$ cat src/nfc_response_deframer_defines.svh
// Assertion macros shared by the deframer RTL.
// No dependencies; included by the top level only.
`ifndef NFC_RESPONSE_DEFRAMER_DEFINES_SVH
`define NFC_RESPONSE_DEFRAMER_DEFINES_SVH

// Same-cycle implication, disabled during reset
`define NFCD_ASSERT_NOW(lbl, clk, rst_n, ante, cons, msg) \
  lbl: assert property (@(posedge clk) disable iff (!rst_n) (ante) |-> (cons)) \
    else $error(msg);

// Next-cycle implication, disabled during reset
`define NFCD_ASSERT_NEXT(lbl, clk, rst_n, ante, cons, msg) \
  lbl: assert property (@(posedge clk) disable iff (!rst_n) (ante) |=> (cons)) \
    else $error(msg);

`endif

$ cat src/nfcd_pkg.sv
// Types and constants for the NFC response deframer.
// No dependencies; used by the interfaces and the top level.
package nfcd_pkg;

  // Parse phase, one-hot
  typedef enum logic [4:0] {
    PH_IDLE   = 5'b00001,
    PH_HEADER = 5'b00010,
    PH_DATA   = 5'b00100,
    PH_DCS    = 5'b01000,
    PH_POST   = 5'b10000
  } phase_e;

  // Result kind codes
  typedef enum logic [1:0] {
    KIND_DATA = 2'd0,
    KIND_DONE = 2'd1,
    KIND_ERR  = 2'd2
  } kind_e;

  typedef logic [7:0] byte_t;

  localparam byte_t PREAMBLE_BYTE   = 8'h00;
  localparam byte_t START_CODE_1    = 8'h00;
  localparam byte_t START_CODE_2    = 8'hFF;
  localparam byte_t TFI_HOST_BYTE   = 8'hD5;
  localparam byte_t MAX_PAYLOAD_RST = 8'd32;

  // Header byte positions
  localparam byte_t POS_PREAMBLE = 8'd0;
  localparam byte_t POS_START_1  = 8'd1;
  localparam byte_t POS_START_2  = 8'd2;
  localparam byte_t POS_LEN      = 8'd3;
  localparam byte_t POS_TFI      = 8'd5;

endpackage

$ cat src/nfcd_in_if.sv
// Byte input channel of the NFC response deframer.
// Depends on nfcd_pkg.
interface nfcd_in_if;
  import nfcd_pkg::*;

  logic  valid;
  logic  ready;
  logic  frame_start;
  byte_t rx_byte;

  modport source (output valid, frame_start, rx_byte, input ready);
  modport sink   (input valid, frame_start, rx_byte, output ready);
endinterface

$ cat src/nfcd_out_if.sv
// Result channel of the NFC response deframer.
// Depends on nfcd_pkg.
interface nfcd_out_if;
  import nfcd_pkg::*;

  logic        valid;
  logic        ready;
  logic [1:0]  result_kind;
  byte_t       payload_byte;
  byte_t       payload_count;

  modport source (output valid, result_kind, payload_byte, payload_count, input ready);
  modport sink   (input valid, result_kind, payload_byte, payload_count, output ready);
endinterface

$ cat src/nfc_response_deframer.sv
// NFC response deframer: parses controller-to-host information frames.
// Depends on nfcd_pkg, nfcd_in_if, nfcd_out_if and the assertion macro header.
//
// Usage:
//   in_i carries one received byte per transfer; frame_start marks the first
//   byte of a read. out_o delivers at most one result per input byte: a data
//   byte (kind 0), frame complete with kept count (kind 1) or header error
//   (kind 2). cfg_we_i/cfg_data_i write max_payload, sampled at the TFI byte.
//   Throughput: one byte per cycle. The parse step is a single combinational
//   pass from the state registers and the input byte into the result register.
//   Latency: a result is valid the cycle after its byte is transferred.
//   When the receiver stalls, the result register holds and in_i.ready drops
//   until the result is taken; ready is high whenever the result register is
//   empty or being emptied in the same cycle.
//   Reset clears the parse state to idle, drops any pending result and sets
//   max_payload to 32. Bytes before the first frame_start are ignored.
`include "nfc_response_deframer_defines.svh"

module nfc_response_deframer (
  input  logic            clk_i,
  input  logic            rst_ni,
  nfcd_in_if.sink         in_i,
  nfcd_out_if.source      out_o,
  input  logic            cfg_we_i,
  input  nfcd_pkg::byte_t cfg_data_i
);
  import nfcd_pkg::*;

  // Parse state
  phase_e phase_q, phase_d;
  byte_t  pos_q, pos_d;
  byte_t  len_q, len_d;
  logic   bad_q, bad_d;
  byte_t  kept_q, kept_d;
  byte_t  max_payload_q;

  // Start-adjusted view of the state
  phase_e phase_eff;
  byte_t  pos_eff, len_eff, kept_eff, total;
  logic   bad_eff;

  // Result of the current byte
  logic   res_valid;
  kind_e  res_kind;
  byte_t  res_byte, res_count;

  // Result register
  logic   out_valid_q;
  kind_e  out_kind_q;
  byte_t  out_byte_q, out_count_q;

  logic   in_fire;
  byte_t  b;

  assign b        = in_i.rx_byte;
  assign in_i.ready = !out_valid_q || out_o.ready;
  assign in_fire  = in_i.valid && in_i.ready;

  // A start byte restarts the header
  always_comb begin
    if (in_i.frame_start) begin
      phase_eff = PH_HEADER;
      pos_eff   = '0;
      len_eff   = '0;
      bad_eff   = 1'b0;
      kept_eff  = '0;
    end else begin
      phase_eff = phase_q;
      pos_eff   = pos_q;
      len_eff   = len_q;
      bad_eff   = bad_q;
      kept_eff  = kept_q;
    end
  end

  // Data length: LEN-1, or 0 for LEN 0
  assign total = (len_eff != 8'd0) ? len_eff - 8'd1 : 8'd0;

  // Parse step
  always_comb begin
    phase_d   = phase_eff;
    pos_d     = pos_eff;
    len_d     = len_eff;
    bad_d     = bad_eff;
    kept_d    = kept_eff;
    res_valid = 1'b0;
    res_kind  = KIND_DATA;
    res_byte  = '0;
    res_count = '0;
    unique case (phase_eff)
      PH_HEADER: begin
        if ((pos_eff == POS_PREAMBLE && b != PREAMBLE_BYTE) ||
            (pos_eff == POS_START_1 && b != START_CODE_1) ||
            (pos_eff == POS_START_2 && b != START_CODE_2)) begin
          bad_d = 1'b1;
        end
        if (pos_eff == POS_LEN) begin
          len_d = b;
        end
        if (pos_eff < POS_TFI) begin
          pos_d = pos_eff + 8'd1;
        end else if (bad_eff || b != TFI_HOST_BYTE) begin
          bad_d     = 1'b1;
          phase_d   = PH_IDLE;
          pos_d     = '0;
          res_valid = 1'b1;
          res_kind  = KIND_ERR;
        end else begin
          kept_d  = (total > max_payload_q) ? max_payload_q : total;
          pos_d   = '0;
          phase_d = (total == 8'd0) ? PH_DCS : PH_DATA;
        end
      end
      PH_DATA: begin
        if (pos_eff < kept_eff) begin
          res_valid = 1'b1;
          res_kind  = KIND_DATA;
          res_byte  = b;
        end
        pos_d = pos_eff + 8'd1;
        if (({1'b0, pos_eff} + 9'd1) >= {1'b0, total}) begin
          phase_d = PH_DCS;
        end
      end
      PH_DCS: begin
        phase_d = PH_POST;
      end
      PH_POST: begin
        phase_d   = PH_IDLE;
        pos_d     = '0;
        res_valid = 1'b1;
        res_kind  = KIND_DONE;
        res_count = kept_eff;
      end
      default: begin
        phase_d = PH_IDLE;
      end
    endcase
  end

  // State and configuration registers
  always_ff @(posedge clk_i or negedge rst_ni) begin
    if (!rst_ni) begin
      phase_q       <= PH_IDLE;
      pos_q         <= '0;
      len_q         <= '0;
      bad_q         <= 1'b0;
      kept_q        <= '0;
      max_payload_q <= MAX_PAYLOAD_RST;
    end else begin
      if (cfg_we_i) begin
        max_payload_q <= cfg_data_i;
      end
      if (in_fire) begin
        phase_q <= phase_d;
        pos_q   <= pos_d;
        len_q   <= len_d;
        bad_q   <= bad_d;
        kept_q  <= kept_d;
      end
    end
  end

  // Result register valid
  always_ff @(posedge clk_i or negedge rst_ni) begin
    if (!rst_ni) begin
      out_valid_q <= 1'b0;
    end else if (in_fire) begin
      out_valid_q <= res_valid;
    end else if (out_o.ready) begin
      out_valid_q <= 1'b0;
    end
  end

  // Result register payload
  always_ff @(posedge clk_i) begin
    if (in_fire && res_valid) begin
      out_kind_q  <= res_kind;
      out_byte_q  <= res_byte;
      out_count_q <= res_count;
    end
  end

  assign out_o.valid         = out_valid_q;
  assign out_o.result_kind   = out_kind_q;
  assign out_o.payload_byte  = out_byte_q;
  assign out_o.payload_count = out_count_q;

  // Checks
  `NFCD_ASSERT_NOW(a_stall_blocks_input, clk_i, rst_ni,
    out_valid_q && !out_o.ready, !in_i.ready, "byte taken while result stalled")
  `NFCD_ASSERT_NEXT(a_result_registered, clk_i, rst_ni,
    in_fire && res_valid, out_valid_q, "result of a byte was lost")
  `NFCD_ASSERT_NEXT(a_frame_end_idle, clk_i, rst_ni,
    in_fire && res_valid && res_kind != KIND_DATA, phase_q == PH_IDLE,
    "parser not idle after frame end")

endmodule
$ cat src/flat_wrapper.sv
// flat-port wrapper written by rule: the top's interface ports become plain ports
module nfc_response_deframer_flat import nfcd_pkg::*;
  (clk_i, rst_ni, cfg_we_i, cfg_data_i, in_i_valid, in_i_frame_start, in_i_rx_byte, in_i_ready, out_o_valid, out_o_result_kind, out_o_payload_byte, out_o_payload_count, out_o_ready);
  nfcd_in_if in_i_i ();
  nfcd_out_if out_o_i ();
  input  logic clk_i;
  input  logic rst_ni;
  input  logic cfg_we_i;
  input  nfcd_pkg::byte_t cfg_data_i;
  input wire logic [$bits(in_i_i.valid)-1:0] in_i_valid;
  input wire logic [$bits(in_i_i.frame_start)-1:0] in_i_frame_start;
  input wire logic [$bits(in_i_i.rx_byte)-1:0] in_i_rx_byte;
  output wire logic [$bits(in_i_i.ready)-1:0] in_i_ready;
  output wire logic [$bits(out_o_i.valid)-1:0] out_o_valid;
  output wire logic [$bits(out_o_i.result_kind)-1:0] out_o_result_kind;
  output wire logic [$bits(out_o_i.payload_byte)-1:0] out_o_payload_byte;
  output wire logic [$bits(out_o_i.payload_count)-1:0] out_o_payload_count;
  input wire logic [$bits(out_o_i.ready)-1:0] out_o_ready;
  assign in_i_i.valid = in_i_valid;
  assign in_i_i.frame_start = in_i_frame_start;
  assign in_i_i.rx_byte = in_i_rx_byte;
  assign in_i_ready = in_i_i.ready;
  assign out_o_valid = out_o_i.valid;
  assign out_o_result_kind = out_o_i.result_kind;
  assign out_o_payload_byte = out_o_i.payload_byte;
  assign out_o_payload_count = out_o_i.payload_count;
  assign out_o_i.ready = out_o_ready;
  nfc_response_deframer u_core (.clk_i(clk_i), .rst_ni(rst_ni), .in_i(in_i_i), .out_o(out_o_i), .cfg_we_i(cfg_we_i), .cfg_data_i(cfg_data_i));
endmodule
$ cat config.mk
export PLATFORM = sky130hd
export DESIGN_NAME = nfc_response_deframer_flat
export DESIGN_NICKNAME = d
export VERILOG_FILES = /design/src/nfcd_pkg.sv /design/src/nfcd_in_if.sv /design/src/nfcd_out_if.sv /design/src/nfc_response_deframer.sv /design/src/flat_wrapper.sv
export VERILOG_INCLUDE_DIRS = /design/src /design/src/src
export SDC_FILE = /design/constraint.sdc
export NUM_CORES = 1
export LEC_CHECK = 0
export BUFFER_PORTS_ARGS = -buffer_cell sky130_fd_sc_hd__buf_2
export CAP_MARGIN = 5
export CORE_MARGIN = 2
export CORE_UTILIZATION = 48
export CTS_BUF_LIST = sky130_fd_sc_hd__clkbuf_4
export DETAILED_ROUTE_END_ITERATION = 6
export HOLD_SLACK_MARGIN = 0.06
export PLACE_DENSITY = 0.68
export SYNTH_ARGS = -nofsm -noshare
export SYNTH_HDL_FRONTEND = slang
export SYNTH_SLANG_ARGS = --single-unit
$ cat constraint.sdc
create_clock -name clk_i -period 4.9 [get_ports clk_i]
set_clock_uncertainty 0.1 [all_clocks]
set_input_delay 0.245 -clock clk_i [delete_from_list [all_inputs] [get_ports clk_i]]
set_output_delay 0.245 -clock clk_i [all_outputs]
set_load 0.01 [all_outputs]
==> results_dict.tcl, run 1 <==
set metrics [dict create \
    final.setup.tns_ns 0 \
    antenna_found_initial 0 \
    worstMarginPinSlew_ns 0.924 \
    cts_tree "built" \
    vias_per_cell 5.69 \
    crit_path_top_delay_cell "dfrtp_1" \
    min_period_ns 3.49 \
    first_iter_violations 180 \
    syn_area_sq_um 3530 \
    slew_headroom 0.384 \
    postLayoutCellArea_sq_um 4210 \
    cap_violations 0 \
    r2r-start "u_core.pos_q[0]" \
    critPathMostFrequentCell "ha_1" \
    yosysTopAreaCellShare 0.262 \
    max-vdd-ir-drop_uv 153 \
    pre_cts_ws_ns 1.25 \
    area_delta_synth_final_pct 19.1 \
    final-hold-violation-count 0 \
    wl_per_cell_um 15.8 \
    root_buffer "clkbuf_4" \
    drive_gt1_frac 0.171 \
    synth-edff-count 18 \
    vias 3031 \
    ant_nets 0 \
    cp_max_fo 7 \
    finalSetupViolations 0 \
    io_pins 42 \
    first_pass_iters 5 \
    start_util 0.493 \
    yosysWarnings 0 \
    setup_ws_ns 1.41 \
    post_cts_resized 0 \
    gp_congestion 0.957 \
    r2r.worst_path.cells 13 \
    grt_pass1_vias 2784 \
    worst_r2r_endpoint "u_core.phase_q[1]" \
    crit_type "register to register" \
    h-tree-depth 3 \
    antenna_cells 0 \
    die-area_sq_um 8070 \
    core_area_sq_um 7180 \
    grt_pass1_wl_mm 13.9 \
    grtUsageTotal 0.218 \
    die_x_um 89.8 \
    grt_max_degree 40 \
    cp_top_family "simple AND/OR/NAND/NOR gates" \
    cp_cell_sequence "nand2_1 > inv_1 > ha_1 > nand4_1 > nor3_1 > xnor2_1 > ha_1 > a21oi_1 > o22ai_1 > a311oi_1 > o31ai_1 > or2_2 > a31oi_1" \
    power_density_nw_per_um2 311 \
    max_freq_ghz 0.286 \
    cp-endpoint "u_core.phase_q[1]" \
    avgSynthCellArea_sq_um 9.68 \
    endpoint_kind "register" \
    power.leakage_nw 1.89 \
    worst_ep_required_time_ns 5.13 \
    critPathMaxStageDelay_ns 0.46 \
    final.period_utilization 0.713 \
    startpoint_type "register" \
    hold_class "input pin to register" \
    insertion_delay_ns 0.42 \
    rsz0062_at_grt "false" \
    crit_buf_inv 1 \
    r2r_slack_ns 1.41 \
    ys.flop_type "dfrtp_1" \
    syn_nets 417 \
    slew_violations 0 \
    yosys.area.top_type "dfrtp_1" \
    crit_start "u_core.pos_q[0]" \
    clk_pin_slew_ns 0.11 \
    place_area_sq_um 3850 \
    cts_buffer_depth 2 \
    worstPathArrival_ns 3.72 \
    nNetsFinal 481 \
    drcViolationCount 0 \
    wl_mm 8.43 \
    dp_hpwl_mm 6.04 \
    synth_seq_area_share 0.430 \
    die_h_um 89.8 \
    synth_area_leaders "dfrtp_1, edfxtp_1, ha_1" \
    grt-ovfl-total 0 \
    port_buffers 41 \
    cts_buffers 9 \
    status "finished, final reports clean" \
    async_reset_ff_frac 0.684 \
    clock_sinks 57 \
    fillCellCount 619 \
    synth_cells 365 \
    yosysUniqueCellTypes 60 \
    cp_num_cells 13 \
    ys_seq_elements 57 \
    rows 31 \
]
-- worst reg2reg max path, delay by kind of cell, from the launching register on --
| kind | cells | cell delay, ns |
|---|---|---|
| AND/OR/NAND/NOR | 4 | 1.04 |
| AO/OA/AOI/OAI | 5 | 0.88 |
| adder cells (fa/ha/maj) | 2 | 0.66 |
| flip-flops | 1 | 0.46 |
| buffers and inverters | 1 | 0.15 |
| XOR/XNOR | 1 | 0.13 |
-- Yosys cell counts (11+ instances only) --
cell type and n:
dfrtp_1 37, nand2_1 35, ha_1 30, o21ai_0 25
nor2_1 24, inv_1 20, and2_1 18, edfxtp_1 18
a21oi_1 13, nand3_1 13, a22o_1 11
-- per-layer routing --
metal | routed length [um] | up-vias | track usage
met5 | 0 | - | 0
met4 | 223 | 0 | 0.0667
met3 | 500 | 22 | 0.0495
met2 | 3820 | 131 | 0.336
met1 | 3890 | 1422 | 0.308
li1 | - | 1456 | -
-- logic make-up after synthesis --
group	count (synthesis)	synth area share
flops	57	0.430
compound gates	90	0.178
xor+xnor	12	0.0297
buf+inv	33	0.0358
simple gates	134	0.195
fa+ha+maj	30	0.106
mux	9	0.0258
-- metrics by stage --
stage	power, mW	hold WS, ns	std cells	utilization
after floorplan	0.804	-0.151	365	-
after global placement	0.893	0.330	497	0.536
after detailed placement	0.901	0.336	497	0.536
after CTS	1.31	0.0625	533	0.587
after global routing	1.39	0.0785	533	0.587
final	1.31	0.0803	533	0.587
-- cell usage in the layout (no fill, tap or decap), types with 3 or more instances in the layout --
cell type      instances
o2bb2ai_1              8
a211oi_1               3
xnor2_1                5
dfrtp_1               37
a21o_1                 3
edfxtp_1              18
nor3_1                 8
buf_2                 41
a21oi_1               13
and3_1                 5
ha_1                  30
inv_1                 20
nand2_1               35
nor2b_1                7
o21a_1                 4
xor2_1                 7
nor2_1                24
clkbuf_4               9
nand3_1               13
nand4_1                5
buf_4                  4
and2_1                18
dlygate4sd3_1         20
mux2i_1                8
a22o_1                11
o21ai_0               25
-- flip-flops by register name, indices dropped and copies added (netlist names) --
register / cells
u_core.out_o.valid: 1
u_core.out_o.payload_count: 8
u_core.phase_q: 5
u_core.pos_q: 8
u_core.out_o.result_kind: 2
u_core.bad_q: 1
u_core.kept_q: 8
u_core.len_q: 8
u_core.max_payload_q: 8
u_core.out_o.payload_byte: 8
-- timing repair --
| action | in CTS | in global routing |
|---|---|---|
| buffers inserted | 0 | 0 |
| endpoints found under the hold margin | 60 | 0 |
| hold buffers | 20 | 0 |
-- worst min path at each step --
stage                  start                      end  slack [ns]  cells past startpoint
floorplan             rst_ni             u_core.bad_q       -0.15                      0
global placement      rst_ni          u_core.pos_q[3]        0.33                      1
detailed placement    rst_ni          u_core.pos_q[5]        0.34                      1
CTS                 cfg_we_i  u_core.max_payload_q[2]        0.06                      3
global route        cfg_we_i  u_core.max_payload_q[6]        0.08                      3
finish              cfg_we_i  u_core.max_payload_q[2]        0.08                      3
-- report_power, final --
part / switching [mW] / internal (mW) / leakage (nW)
combinational: 0.208 / 0.153 / 1.13
sequential: 0.0309 / 0.518 / 0.679
clock: 0.192 / 0.206 / 0.0859
total: 0.431 / 0.877 / 1.89
-- area by class of cell --
cell class	instances	area [sq um]	area share
well taps	99	124	0.0294
repair buffers	65	435	0.103
inverters	21	78.8	0.0187
clock inverters	7	95.1	0.0226
clock buffers	9	67.6	0.0161
flip-flops and latches	57	1520	0.361
multi-input cells	275	1890	0.449
No activity file was read; power rests on OpenSTA's default activity.
==> run 2: changes to the inputs <==
--- a/config.mk
+++ b/config.mk
@@ -6,6 +6,7 @@
 export SDC_FILE = /design/constraint.sdc
 export NUM_CORES = 1
 export LEC_CHECK = 0
+export ABC_AREA = 1
 export BUFFER_PORTS_ARGS = -buffer_cell sky130_fd_sc_hd__buf_2
 export CAP_MARGIN = 5
 export CORE_MARGIN = 2
@@ -13,7 +14,7 @@
 export CTS_BUF_LIST = sky130_fd_sc_hd__clkbuf_4
 export DETAILED_ROUTE_END_ITERATION = 6
 export HOLD_SLACK_MARGIN = 0.06
-export PLACE_DENSITY = 0.68
+export PLACE_DENSITY = 0.67
 export SYNTH_ARGS = -nofsm -noshare
 export SYNTH_HDL_FRONTEND = slang
 export SYNTH_SLANG_ARGS = --single-unit
==> constraint.sdc (replaced) <==
create_clock -name clk_i -period 3.55 [get_ports clk_i]
set_clock_uncertainty 0.1 [all_clocks]
set_input_delay 0.1775 -clock clk_i [delete_from_list [all_inputs] [get_ports clk_i]]
set_output_delay 0.1775 -clock clk_i [all_outputs]
set_load 0.01 [all_outputs]
==> results_dict.tcl, run 2 <==
set metrics [dict create \
    vias_per_cell 5.24 \
    core_area_sq_um 7770 \
    syn_nets 553 \
    worstPathArrival_ns 3.25 \
    synth_seq_area_share 0.394 \
    yosysMostFrequentCell "nand2_1" \
    layout_common_cells "nand2_1, inv_1, nor2_1" \
    cts_buffers 9 \
    synth_cells 501 \
    vias 3569 \
    final_core_utilization 0.590 \
    yosysWarnings 0 \
    grt_max_degree 40 \
    cts_tree "built" \
    synth_area_leaders "dfrtp_1, edfxtp_1, nand2_1" \
    max-vdd-ir-drop_uv 154 \
    worst_ep_required_time_ns 3.71 \
    p_comb_frac 0.337 \
    cts_buffer_depth 2 \
    cap_violations 0 \
    yosys.area.top_type "dfrtp_1" \
    root_buffer "clkbuf_4" \
    placed_cells 634 \
    power_frac_clock 0.247 \
    avgSynthCellArea_sq_um 7.70 \
    power_density_nw_per_um2 412 \
    post_cts_resized 0 \
    final.setup.tns_ns 0 \
    ys.flop_type "dfrtp_1" \
    cp_max_fo 16 \
    ant_nets 0 \
    rows 32 \
    pwr-share-seq 0.416 \
    finalPower_mw 1.89 \
    die-area_sq_um 8770 \
    hold_class "input pin to register" \
    grt-ovfl-total 0 \
    min_period_ns 3.09 \
    max_freq_ghz 0.324 \
    wl_per_cell_um 14.3 \
    io_pins 42 \
    wl_mm 9.76 \
    yosysUniqueCellTypes 35 \
    final-hold-violation-count 0 \
    port_buffers 41 \
    crit_path_top_delay_cell "dfrtp_1" \
    critPathMostFrequentCell "nand2_1" \
    critPathMaxStageDelay_ns 0.37 \
    syn_area_sq_um 3860 \
    first_pass_iters 5 \
    nNetsFinal 627 \
    h-tree-depth 3 \
    rsz0062_at_grt "false" \
    area_delta_synth_final_pct 18.8 \
    synth-edff-count 18 \
    layout_commonest_cell "nand2_1" \
    grtUsageTotal 0.240 \
    start_util 0.497 \
    finalSetupViolations 0 \
    p_int_mw 1.19 \
    top_usage_layer "met2" \
    swShare 0.369 \
    startpoint_type "register" \
    grtUsageMet3 0.0449 \
    clock_sinks 57 \
    worstMarginPinSlew_ns 0.939 \
    netlist_top_cells_count "nand2_1, inv_1, nor2_1" \
    antenna_found_initial 0 \
    ys_seq_elements 57 \
    endpoint_kind "register" \
    final_cells 681 \
    die_x_um 93.7 \
    drive_gt1_frac 0.159 \
    grt_pass1_vias 3374 \
    insertion_delay_ns 0.40 \
    drcViolationCount 0 \
    cp_cell_sequence "inv_1 > nor2_1 > inv_1 > ha_1 > nand2_1 > nor2_1 > nand3_1 > nand3_2 > inv_1 > ha_1 > nand2_1 > nor2_1 > nand2_1 > nand2_1 > nand2_1 > a21oi_1 > o21ai_0 > nand2_1 > o21ai_0" \
    grt_use_met2 0.393 \
    antenna_cells 0 \
    die_h_um 93.7 \
    dp_hpwl_mm 6.91 \
    final.period_utilization 0.871 \
    slew_headroom 0.374 \
    async_reset_ff_frac 0.684 \
    power.leakage_nw 2.34 \
    grt_use_met1 0.330 \
    slew_violations 0 \
    grt_pass1_wl_mm 16.5 \
    clk_pin_slew_ns 0.11 \
    power.switching_mw 0.695 \
    first_iter_violations 276 \
    yosysTopAreaCellShare 0.240 \
    status "finished, final reports clean" \
    gp_congestion 0.908 \
    crit_type "register to register" \
]
[run 2: cell types whose count changed in the layout (fill, tap and decap cells not counted), sizes merged, moves of 7 or more]
cell | previous run | this run
a21oi | 14 | 44
a22o | 11 | 0
and2 | 18 | 0
dlygate4sd3 | 20 | 32
inv | 20 | 76
mux2i | 8 | 0
nand2 | 36 | 124
nand3 | 13 | 24
nor2 | 26 | 47
nor2b | 7 | 0
o21ai | 26 | 49
o2bb2ai | 8 | 0
[run 2: what timing repair did]
action | CTS | global route
buffers inserted | 0 | 0
endpoints found under the hold margin | 60 | 0
hold buffers | 32 | 0
[run 2: logic make-up (layout without fill, tap and decap cells)]
| kind of cell | after synthesis | count (layout) | synth area share |
|---|---|---|---|
| buffers and inverters | 91 | 169 | 0.0966 |
| XOR/XNOR | 5 | 5 | 0.0113 |
| AND/OR/NAND/NOR | 209 | 209 | 0.245 |
| flip-flops | 57 | 57 | 0.394 |
| AO/OA/AOI/OAI | 109 | 109 | 0.156 |
| adder cells (fa/ha/maj) | 30 | 30 | 0.0973 |
[run 2: metrics by stage]
step           hold slack [ns]  worst slack, ns  cell area (sq um)
3_3_place_gp             0.263            0.628               4140
4_1_cts                 0.0708            0.511               4580
2_1_floorplan           -0.218            0.777               3860
6_report                0.0915            0.459               4580
5_1_grt                 0.0730            0.180               4580
3_5_place_dp             0.278            0.563               4140
[run 2: power groups by stage]
stage | logic [mW] | registers, mW | clock network [mW]
detailed placement | 0.599 | 0.797 | 0
global placement | 0.583 | 0.795 | 0
CTS | 0.633 | 0.784 | 0.474
floorplan | 0.426 | 0.800 | 0
finish | 0.637 | 0.785 | 0.465
global route | 0.727 | 0.792 | 0.500
[run 2: layout make-up]
cell class | count | area, sq um
Fill cell | 744 | 3180
Timing Repair Buffer | 78 | 563
Multi-Input combinational cell | 353 | 1970
Clock buffer | 10 | 75.1
Inverter | 76 | 285
Sequential cell | 57 | 1520
Clock inverter | 5 | 47.5
Tap cell | 102 | 128
[run 2: final timing paths]
path | start | end | slack (ns) | depth (start not counted)
worst max-delay path | u_core.len_q[0] | u_core.kept_q[2] | 0.46 | 19
min in group asynchronous | rst_ni | u_core.out_o.valid | 0.35 | 2
worst min-delay path | in_i_rx_byte[5] | u_core.out_o.payload_byte[5] | 0.09 | 3
max in group asynchronous | rst_ni | u_core.max_payload_q[1] | 2.41 | 2
worst max register to register | u_core.len_q[0] | u_core.kept_q[2] | 0.46 | 19
worst min register to register | u_core.phase_q[1] | u_core.phase_q[1] | 0.39 | 2
[run 2: worst max-delay path, delay by kind of cell, from the launching register on]
family	cells	cell delay [ns]
simple gates	11	1.19
fa+ha+maj	2	0.53
compound gates	3	0.42
flops	1	0.37
buf+inv	3	0.35
[run 2: layer usage]
layer | wire length, um | up-vias | part of all wire
li1 | - | 1788 | -
met1 | 4510 | 1666 | 0.46
met2 | 4600 | 94 | 0.47
met3 | 456 | 21 | 0.047
met4 | 195 | 0 | 0.020
met5 | 0 | - | 0
